--- src/sv/dtq_pkg.sv ---
`timescale 1ns / 1ps
// ----------------------------------------------------------------------------
// Deadline timer queue package
// Operation and result codes, field widths and fixed constants shared by the
// timer queue modules.
// ----------------------------------------------------------------------------
package dtq_pkg;

  localparam int ID_W    = 4;
  localparam int TAG_W   = 8;
  localparam int DLY_W   = 32;
  localparam int NOW_W   = 48;
  localparam int DL_W    = 50;
  localparam int MS_W    = 10;
  localparam int PROD_W  = DLY_W + MS_W;
  localparam int MAX_OUT = 16;
  localparam int CNT_W   = 5;

  localparam logic [MS_W-1:0] US_PER_MS = MS_W'(1000);

  typedef enum logic [1:0] {
    OP_SET    = 2'd0,
    OP_CANCEL = 2'd1,
    OP_POLL   = 2'd2,
    OP_RSVD   = 2'd3
  } op_t;

  typedef enum logic [2:0] {
    K_SET_OK      = 3'd0,
    K_SET_REFUSED = 3'd1,
    K_CANCEL_OK   = 3'd2,
    K_CANCEL_NP   = 3'd3,
    K_EXPIRED     = 3'd4,
    K_NONE_DUE    = 3'd5
  } kind_t;

  typedef struct packed {
    logic ins;
    logic del;
  } row_cmd_t;

endpackage

--- src/sv/deadline_timer_queue.sv ---
`timescale 1ns / 1ps
// ----------------------------------------------------------------------------
// Deadline timer queue
// Up to TIMERS one-shot timers kept in deadline order, with set, cancel and
// poll requests.
// ----------------------------------------------------------------------------
// A request is taken when start is high and busy is low; the block then stays
// busy until the cycle that carries its last result, so the next request can
// be taken at the edge that ends that cycle. Each result appears for one
// cycle with out_valid high, and out_last marks the final result of a request.
// The receiver cannot stall; results are never held back.
// Request flow:
//   cancel: answered at dispatch when not pending, else after a linear search
//           for the slot in the order row.
//   set: answered at dispatch when refused, else multiply, add, an optional
//        unlink search when re-arming, then an insertion search that reads one
//        stored deadline at a time through the registered slot memory and the
//        shared comparator.
//   poll: answered at dispatch when the queue is empty, else a walk from the
//         head of the order row that expires each due timer until all pending
//         timers expire, MAX_OUT have expired or a later deadline is found.
// The unused operation code gives no result and goes back to idle after
// dispatch. Reset clears all pending timers and the result strobe; the slot
// memory and the order row need no clearing since only pending slots are read.
// ----------------------------------------------------------------------------
module deadline_timer_queue
  import dtq_pkg::*;
#(
  parameter int TIMERS = 16
) (
  input  logic               clk,
  input  logic               rst_n,
  input  logic               start,
  output logic               busy,
  input  logic [1:0]         in_operation,
  input  logic [ID_W-1:0]    in_timer_id,
  input  logic [DLY_W-1:0]   in_delay_ms,
  input  logic [TAG_W-1:0]   in_handler_tag,
  input  logic               in_ignore_if_pending,
  input  logic [NOW_W-1:0]   in_now_us,
  output logic               out_valid,
  output logic [2:0]         out_kind,
  output logic [ID_W-1:0]    out_expired_id,
  output logic [TAG_W-1:0]   out_expired_tag,
  output logic               out_last
);

  localparam int SW    = $clog2(TIMERS);
  localparam int OW    = $clog2(TIMERS + 1);
  localparam int MEM_W = DL_W + TAG_W;

  typedef enum logic [9:0] {
    ST_IDLE  = 10'b0000000001,
    ST_DISP  = 10'b0000000010,
    ST_ADD   = 10'b0000000100,
    ST_USRCH = 10'b0000001000,
    ST_LADDR = 10'b0000010000,
    ST_LCMP  = 10'b0000100000,
    ST_INS   = 10'b0001000000,
    ST_PADDR = 10'b0010000000,
    ST_PCMP  = 10'b0100000000,
    ST_PFIN  = 10'b1000000000
  } state_t;

  state_t              state_r, state_nxt;
  op_t                 op_r;
  logic [ID_W-1:0]     id_r;
  logic [DLY_W-1:0]    delay_r;
  logic [TAG_W-1:0]    htag_r;
  logic                ign_r;
  logic [NOW_W-1:0]    now_r;
  logic [PROD_W-1:0]   prod_r;
  logic [DL_W-1:0]     dl_new_r;
  logic [OW-1:0]       p_r, p_nxt;
  logic [OW-1:0]       occ_r, occ_nxt;
  logic [TIMERS-1:0]   pending_r, pending_nxt;
  logic [CNT_W-1:0]    cnt_r, cnt_nxt;
  logic                held_v_r, held_v_nxt;
  logic [SW-1:0]       held_id_r, held_id_nxt;
  logic [TAG_W-1:0]    held_tag_r, held_tag_nxt;
  logic                out_valid_r, out_valid_nxt;
  kind_t               out_kind_r, out_kind_nxt;
  logic [ID_W-1:0]     out_id_r, out_id_nxt;
  logic [TAG_W-1:0]    out_tag_r, out_tag_nxt;
  logic                out_last_r, out_last_nxt;

  logic [SW-1:0]       slot;
  logic                in_range;
  logic                pend_id;
  logic [DL_W-1:0]     dl_sum;
  row_cmd_t            row_cmd;
  logic [SW-1:0]       row_pos;
  logic [SW-1:0]       rd_id;
  logic                mem_we;
  logic [MEM_W-1:0]    mem_rdata;
  logic [DL_W-1:0]     mem_dl;
  logic [TAG_W-1:0]    mem_tag;
  logic [DL_W-1:0]     cmp_ref;
  logic                cmp_le;
  logic                accept;

  assign accept   = start && (state_r == ST_IDLE);
  assign busy     = (state_r != ST_IDLE);
  assign slot     = SW'(id_r);
  assign in_range = (32'(id_r) < 32'(TIMERS));
  assign pend_id  = in_range && pending_r[slot];
  assign dl_sum   = DL_W'(now_r) + DL_W'(prod_r);
  assign mem_dl   = mem_rdata[MEM_W-1:TAG_W];
  assign mem_tag  = mem_rdata[TAG_W-1:0];
  assign cmp_ref  = (state_r == ST_LCMP) ? dl_new_r : DL_W'(now_r);
  assign cmp_le   = (mem_dl <= cmp_ref);

  dtq_slot_mem #(
    .DEPTH (TIMERS),
    .W     (MEM_W)
  ) u_mem (
    .clk   (clk),
    .we    (mem_we),
    .waddr (slot),
    .wdata ({dl_sum, htag_r}),
    .raddr (rd_id),
    .rdata (mem_rdata)
  );

  dtq_order #(
    .DEPTH (TIMERS),
    .SW    (SW)
  ) u_order (
    .clk   (clk),
    .cmd   (row_cmd),
    .pos   (row_pos),
    .id    (slot),
    .rd_id (rd_id)
  );

  always_comb begin
    state_nxt     = state_r;
    p_nxt         = p_r;
    occ_nxt       = occ_r;
    pending_nxt   = pending_r;
    cnt_nxt       = cnt_r;
    held_v_nxt    = held_v_r;
    held_id_nxt   = held_id_r;
    held_tag_nxt  = held_tag_r;
    out_valid_nxt = 1'b0;
    out_kind_nxt  = out_kind_r;
    out_id_nxt    = out_id_r;
    out_tag_nxt   = out_tag_r;
    out_last_nxt  = out_last_r;
    mem_we        = 1'b0;
    row_cmd       = '0;
    row_pos       = p_r[SW-1:0];

    unique case (state_r)
      ST_IDLE: begin
        if (start) begin
          state_nxt = ST_DISP;
        end
      end
      ST_DISP: begin
        p_nxt      = '0;
        cnt_nxt    = '0;
        held_v_nxt = 1'b0;
        out_id_nxt  = id_r;
        out_tag_nxt = '0;
        out_last_nxt = 1'b1;
        case (op_r)
          OP_SET: begin
            if (!in_range || (pend_id && ign_r)) begin
              out_valid_nxt = 1'b1;
              out_kind_nxt  = K_SET_REFUSED;
              state_nxt     = ST_IDLE;
            end else begin
              state_nxt = ST_ADD;
            end
          end
          OP_CANCEL: begin
            if (!pend_id) begin
              out_valid_nxt = 1'b1;
              out_kind_nxt  = K_CANCEL_NP;
              state_nxt     = ST_IDLE;
            end else begin
              state_nxt = ST_USRCH;
            end
          end
          OP_POLL: begin
            if (occ_r == '0) begin
              out_valid_nxt = 1'b1;
              out_kind_nxt  = K_NONE_DUE;
              out_id_nxt    = '0;
              state_nxt     = ST_IDLE;
            end else begin
              state_nxt = ST_PADDR;
            end
          end
          default: begin
            state_nxt = ST_IDLE;
          end
        endcase
      end
      ST_ADD: begin
        mem_we    = 1'b1;
        state_nxt = pend_id ? ST_USRCH : ST_LADDR;
      end
      ST_USRCH: begin
        if (rd_id == slot) begin
          row_cmd.del       = 1'b1;
          occ_nxt           = occ_r - OW'(1);
          pending_nxt[slot] = 1'b0;
          p_nxt             = '0;
          if (op_r == OP_SET) begin
            state_nxt = ST_LADDR;
          end else begin
            out_valid_nxt = 1'b1;
            out_kind_nxt  = K_CANCEL_OK;
            out_id_nxt    = id_r;
            out_tag_nxt   = '0;
            out_last_nxt  = 1'b1;
            state_nxt     = ST_IDLE;
          end
        end else begin
          p_nxt = p_r + OW'(1);
        end
      end
      ST_LADDR: begin
        state_nxt = (p_r >= occ_r) ? ST_INS : ST_LCMP;
      end
      ST_LCMP: begin
        if (cmp_le) begin
          p_nxt     = p_r + OW'(1);
          state_nxt = ST_LADDR;
        end else begin
          state_nxt = ST_INS;
        end
      end
      ST_INS: begin
        row_cmd.ins       = 1'b1;
        occ_nxt           = occ_r + OW'(1);
        pending_nxt[slot] = 1'b1;
        out_valid_nxt     = 1'b1;
        out_kind_nxt      = K_SET_OK;
        out_id_nxt        = id_r;
        out_tag_nxt       = '0;
        out_last_nxt      = 1'b1;
        state_nxt         = ST_IDLE;
      end
      ST_PADDR: begin
        state_nxt = ST_PCMP;
      end
      ST_PCMP: begin
        if (cmp_le) begin
          row_cmd.del        = 1'b1;
          row_pos            = '0;
          occ_nxt            = occ_r - OW'(1);
          pending_nxt[rd_id] = 1'b0;
          cnt_nxt            = cnt_r + CNT_W'(1);
          if (held_v_r) begin
            out_valid_nxt = 1'b1;
            out_kind_nxt  = K_EXPIRED;
            out_id_nxt    = ID_W'(held_id_r);
            out_tag_nxt   = held_tag_r;
            out_last_nxt  = 1'b0;
          end
          held_v_nxt   = 1'b1;
          held_id_nxt  = rd_id;
          held_tag_nxt = mem_tag;
          if ((cnt_r + CNT_W'(1)) < CNT_W'(MAX_OUT) && occ_r > OW'(1)) begin
            state_nxt = ST_PADDR;
          end else begin
            state_nxt = ST_PFIN;
          end
        end else begin
          out_valid_nxt = 1'b1;
          out_last_nxt  = 1'b1;
          if (held_v_r) begin
            out_kind_nxt = K_EXPIRED;
            out_id_nxt   = ID_W'(held_id_r);
            out_tag_nxt  = held_tag_r;
          end else begin
            out_kind_nxt = K_NONE_DUE;
            out_id_nxt   = '0;
            out_tag_nxt  = '0;
          end
          state_nxt = ST_IDLE;
        end
      end
      ST_PFIN: begin
        out_valid_nxt = 1'b1;
        out_kind_nxt  = K_EXPIRED;
        out_id_nxt    = ID_W'(held_id_r);
        out_tag_nxt   = held_tag_r;
        out_last_nxt  = 1'b1;
        state_nxt     = ST_IDLE;
      end
      default: begin
        state_nxt = ST_IDLE;
      end
    endcase
  end

  always_ff @(posedge clk) begin
    if (!rst_n) begin
      state_r     <= ST_IDLE;
      p_r         <= '0;
      occ_r       <= '0;
      pending_r   <= '0;
      cnt_r       <= '0;
      held_v_r    <= 1'b0;
      out_valid_r <= 1'b0;
    end else begin
      state_r     <= state_nxt;
      p_r         <= p_nxt;
      occ_r       <= occ_nxt;
      pending_r   <= pending_nxt;
      cnt_r       <= cnt_nxt;
      held_v_r    <= held_v_nxt;
      out_valid_r <= out_valid_nxt;
    end
  end

  always_ff @(posedge clk) begin
    if (accept) begin
      op_r    <= op_t'(in_operation);
      id_r    <= in_timer_id;
      delay_r <= in_delay_ms;
      htag_r  <= in_handler_tag;
      ign_r   <= in_ignore_if_pending;
      now_r   <= in_now_us;
    end
    prod_r <= PROD_W'(delay_r) * PROD_W'(US_PER_MS);
    if (state_r == ST_ADD) begin
      dl_new_r <= dl_sum;
    end
    held_id_r  <= held_id_nxt;
    held_tag_r <= held_tag_nxt;
    out_kind_r <= out_kind_nxt;
    out_id_r   <= out_id_nxt;
    out_tag_r  <= out_tag_nxt;
    out_last_r <= out_last_nxt;
  end

  assign out_valid       = out_valid_r;
  assign out_kind        = out_kind_r;
  assign out_expired_id  = out_id_r;
  assign out_expired_tag = out_tag_r;
  assign out_last        = out_last_r;

`ifndef SYNTH
  a_occ_matches_pending: assert property (@(posedge clk) disable iff (!rst_n)
    32'(occ_r) == $countones(pending_r))
    else $error("occupancy differs from the number of pending timers");

  a_occ_bound: assert property (@(posedge clk) disable iff (!rst_n)
    32'(occ_r) <= 32'(TIMERS))
    else $error("occupancy exceeds the timer count");

  a_state_onehot: assert property (@(posedge clk) disable iff (!rst_n)
    $onehot(state_r))
    else $error("sequencer state is not one-hot");

  a_accept_busy: assert property (@(posedge clk) disable iff (!rst_n)
    (start && !busy) |=> busy)
    else $error("request taken without the block going busy");

  a_single_last: assert property (@(posedge clk) disable iff (!rst_n)
    (out_valid && out_kind != K_EXPIRED) |-> out_last)
    else $error("non-expiry result not marked as the final result");

  a_idle_after_last: assert property (@(posedge clk) disable iff (!rst_n)
    (out_valid && !out_last) |-> busy)
    else $error("poll run ended without its final result");
`endif

endmodule

--- src/sv/dtq_slot_mem.sv ---
`timescale 1ns / 1ps
// ----------------------------------------------------------------------------
// Timer slot memory
// Per-slot deadline and handler tag, one write port and one registered read.
// ----------------------------------------------------------------------------
module dtq_slot_mem #(
  parameter int DEPTH = 16,
  parameter int W     = 58
) (
  input  logic                     clk,
  input  logic                     we,
  input  logic [$clog2(DEPTH)-1:0] waddr,
  input  logic [W-1:0]             wdata,
  input  logic [$clog2(DEPTH)-1:0] raddr,
  output logic [W-1:0]             rdata
);

  logic [W-1:0] mem_r [DEPTH];
  logic [W-1:0] rdata_r;

  always_ff @(posedge clk) begin
    if (we) begin
      mem_r[waddr] <= wdata;
    end
    rdata_r <= mem_r[raddr];
  end

  assign rdata = rdata_r;

endmodule

--- src/sv/dtq_order.sv ---
`timescale 1ns / 1ps
// ----------------------------------------------------------------------------
// Deadline order row
// Row of slot numbers kept in deadline order; inserts open a gap and deletes
// close one, with all shifted entries taking their neighbors in parallel.
// ----------------------------------------------------------------------------
module dtq_order
  import dtq_pkg::*;
#(
  parameter int DEPTH = 16,
  parameter int SW    = 4
) (
  input  logic          clk,
  input  row_cmd_t      cmd,
  input  logic [SW-1:0] pos,
  input  logic [SW-1:0] id,
  output logic [SW-1:0] rd_id
);

  logic [SW-1:0] row_r   [DEPTH];
  logic [SW-1:0] row_nxt [DEPTH];

  always_comb begin
    for (int q = 0; q < DEPTH; q++) begin
      row_nxt[q] = row_r[q];
      if (cmd.ins) begin
        if (SW'(q) == pos) begin
          row_nxt[q] = id;
        end else if (q > 0 && SW'(q) > pos) begin
          row_nxt[q] = row_r[SW'(q - 1)];
        end
      end else if (cmd.del && q < DEPTH - 1 && SW'(q) >= pos) begin
        row_nxt[q] = row_r[SW'(q + 1)];
      end
    end
  end

  always_ff @(posedge clk) begin
    for (int q = 0; q < DEPTH; q++) begin
      row_r[q] <= row_nxt[q];
    end
  end

  assign rd_id = row_r[pos];

endmodule
--- config.mk ---
export PLATFORM = sky130hd
export DESIGN_NAME = deadline_timer_queue
export DESIGN_NICKNAME = d
export VERILOG_FILES = /design/src/sv/dtq_pkg.sv /design/src/sv/deadline_timer_queue.sv /design/src/sv/dtq_slot_mem.sv /design/src/sv/dtq_order.sv
export SDC_FILE = /design/constraint.sdc
export NUM_CORES = 2
export LEC_CHECK = 0
export BUFFER_PORTS_ARGS = -buffer_cell sky130_fd_sc_hd__buf_2
export CORE_MARGIN = 3
export CORE_UTILIZATION = 33
export CTS_CLUSTER_SIZE = 10
export DETAILED_ROUTE_END_ITERATION = 10
export PLACE_DENSITY = 0.52
export SETUP_SLACK_MARGIN = 0.3
export SYNTH_ARGS = -nofsm -noshare
export SYNTH_HDL_FRONTEND = slang
export SYNTH_SLANG_ARGS = --single-unit
--- constraint.sdc ---
create_clock -name clk -period 6.9 [get_ports clk]
set_input_delay 0.345 -clock clk [delete_from_list [all_inputs] [get_ports clk]]
set_output_delay 0.345 -clock clk [all_outputs]
set_load 0.01 [all_outputs]
==> impl_results.md <==
* Run status: complete, no violations
* Worst Hold Class: input pin to flip-flop
* Inst Count DP at between 6k and 7k
* Most common cell after layout, fill and taps aside: edfxtp_1
* Ys async rst share at 0%
* Via density at 5.32
* Routed WL per cell at 23.3 um
* Final instance area at 0.0680 mm2
* Die Y at 427 um
* TritonRoute pass-1 iters at 5
* CP cell instances: nor2_1 > nand3b_1 > nor3_4 > nand3_4 > buf_6 > buf_4 > mux2i_1 > ha_1 > nand4_1 > nor2_1 > a311oi_1 > nand4_2 > a2111o_2 > a21oi_1 > o221a_2 > o2111ai_2 > o21ai_0 > o211a_1 > o21a_1
* Die area at 0.183 mm2
* Syn Nets at just under 5k
* Via count at 38.1k
* Fin crit period at 6.18 ns
* Critical Path Fanout Max at 22
* Worst path required time at between 7 and 8 ns
* Final WL at 167000 um
* Final hold viol count at 0
* Gate Count Post-Synth at 4508
* GRT Total Usage at 17.9%
* Total grt overflow at 0
* Area Growth Syn to Fin at 16.1%
* Antenna cells at 0
* Final nets at 5120
* Yosys warns at 0
* # DRC at 0
* Final Slew Violations at 0
* Worst path most repeated cell: nor2_1
* Critical path type: flip-flop to flip-flop
* Filler instances at around 17k
* Clock sinks at 1287
* Worst r2r src: state_r[7]
* Worst slew pin tran at around 1.3 ns
* Root Buffer: clkbuf_16
* Hold Crit Start: start
* DP Area at between 0.06 and 0.07 mm2
* CP max-delay cell: a2111o_2
* Finished Layout Cells at 7165
* Power density over the cells at about 350 mW/mm2
* Share of total power in sequential cells at between 40% and 50%
* Initial antenna violation count at 1
* Post-synthesis cell type count at 107
* Global-route wire length before repair at ~250000 um
* Delay-heaviest family, CP: compound AO/OA/AOI/OAI gates
* Drt initial violations at 3219
* Max Cap Violations at 0
* Pwr Total at 23.9 mW
* Mapped Avg Cell Area at 13.0 um2
* Core Rows at 153
* Skew final at around 0.046 ns
* Worst Setup SP: state_r[7]
* Fmax at 162 MHz
* Ys flop type: edfxtp_1
* H-Tree Depth at 4
* Share of post-route cells with drive strength above 1 at 10.6%
* I/O Pins at 116
* Antenna Violating Nets Remaining at 0
* Comb pwr share at around a quarter
* Post-synth EDFFs at 1148
* Switching share of power at 30.0%
* Register area share after synthesis at 63.6%
* P_leak at 24.3 nW
* Clock network power share at between 30% and 40%
* CP Data Arrival Time at 6.67 ns
* R2R cell count at 19
* Post-Syn Area at 0.0586 mm2
* Most frequent cells in the layout: edfxtp_1 (1148), nand2_1 (731), a21oi_1 (236)
* Max-Slew Margin vs Limit at 12.9%
* Worst path depth at 19
* Final Core Density at 38.8%
* Worst-path clk slew at 0.06 ns
* Placement Setup Slack at 0.373 ns
* TritonCTS Buffers at 153
* Starting Density at about a third
* Peak VDD IR at 0.000272 V
* Worst-Skew Late Latency at just under 0.8 ns
* Number of synthesized register bits at 1287
* Final setup fails at 0
* RSZ-0062 raised after global routing: no
* Worst Hold Depth at 4
* Final WS setup at 0.719 ns
* Sum Neg Setup Slack at 0 ns
* Largest stage delay on the critical path at 0.68 ns
* CP bufs+invs at 2
* Core region area at 0.175 mm2
* I/O Buffers at 115
* DP HPWL at 95100 um
* Sw power at 7.17 mW
* Critical Path End Type: flip-flop
* Clk buf depth at 3
* Worst Hold Slack at between 0.1 and 0.15 ns
* CP Launch Type: flip-flop
* Internal at approximately 17 mW
* Fin crit share at 89.6%
* Die X at 427 um
* TritonCTS clock tree: done
* Largest net degree at the start of global routing at between 150 and 200
* Vias in the first global route at 37.4k
* Placer Congestion at 0.813
-- flip-flops by register name, summed over array words and instances, names as in the netlist, 8 cells and up --
register	cells
delay_r	32
dl_new_r	49
held_tag_r	8
htag_r	8
now_r	48
out_expired_tag	8
pending_r	16
prod_r	39
state_r	10
u_mem.mem_r	912
u_mem.rdata	57
u_order.row_r	64
-- cell usage after synthesis (74+ instances only) --
master | number | share of area (%)
a211oi_1 | 182 | 2.3
a21oi_1 | 238 | 2.0
a311oi_1 | 173 | 2.6
a31oi_1 | 74 | 0.79
and3_1 | 189 | 2.0
clkbuf_1 | 176 | 1.1
dfxtp_1 | 139 | 4.8
edfxtp_1 | 1148 | 59
fa_1 | 119 | 4.1
ha_1 | 188 | 4.0
mux2i_1 | 104 | 1.8
nand2_1 | 731 | 4.7
nand3_1 | 172 | 1.5
nor2_1 | 131 | 0.84
o21ai_0 | 128 | 1.1
-- power groups by stage --
| stage | clock network (mW) | logic [mW] | registers [mW] |
|---|---|---|---|
| floorplan | 0 | 4.13 | 10.4 |
| global placement | 0 | 5.92 | 10.5 |
| detailed placement | 0 | 5.99 | 10.5 |
| CTS | 7.71 | 6.06 | 10.4 |
| global route | 8.02 | 6.76 | 10.4 |
| finish | 7.53 | 5.98 | 10.4 |
-- layout make-up --
type | count | area [um2] | area share, %
tap | 2325 | 2910 | 4.28
sequential | 1287 | 37300 | 54.8
inverter | 77 | 315 | 0.464
clock inverter | 24 | 388 | 0.570
multi-input combinational | 2875 | 20100 | 29.6
timing repair buffer | 321 | 2730 | 4.02
clock buffer | 256 | 4290 | 6.30
-- worst paths after layout --
kind | slack [ns] | endpoint
setup / recovery | 0.72 | out_kind[2]
hold / removal | 0.11 | state_r[0]
setup reg to reg | 0.72 | out_kind[2]
hold reg to reg | 0.40 | held_tag_r[0]
-- timing repair --
| item | in CTS | in global routing |
|---|---|---|
| setup endpoints to repair | 0 | 154 |
| buffers inserted | 0 | 1 |
| resized for setup | 0 | 13 |
| hold endpoints to repair | 95 | 0 |
| hold buffers | 95 | 0 |
-- worst register-to-register path, cell delays in order, from the launching register on --
cell and delay, ns:
dfxtp_1 0.34, nor2_1 0.28, nand3b_1 0.21, nor3_4 0.40
nand3_4 0.37, buf_6 0.38, buf_4 0.22, mux2i_1 0.12
ha_1 0.32, nand4_1 0.14, nor2_1 0.10, a311oi_1 0.26
nand4_2 0.31, a2111o_2 0.68, a21oi_1 0.28, o221a_2 0.29
o2111ai_2 0.20, o21ai_0 0.34, o211a_1 0.41, o21a_1 0.24
-- routing by layer --
metal	global-route usage, %	routed length, um	up-vias
met4	5.31	4630	0
li1	-	-	17600
met1	24.7	74600	19300
met2	29.1	78700	1019
met5	0	0	-
met3	2.92	9030	230
-- kinds of logic (layout without fill, tap and decap cells) --
| family | Yosys count | after routing | synth area share (%) |
|---|---|---|---|
| AO/OA/AOI/OAI | 988 | 989 | 11.6 |
| flip-flops | 1287 | 1287 | 63.6 |
| AND/OR/NAND/NOR | 1384 | 1385 | 10.9 |
| XOR/XNOR | 69 | 69 | 1.03 |
| multiplexers | 125 | 125 | 2.37 |
| buffers and inverters | 348 | 678 | 2.44 |
| adder cells (fa/ha/maj) | 307 | 307 | 8.08 |
No activity file was read; power rests on OpenSTA's default activity.
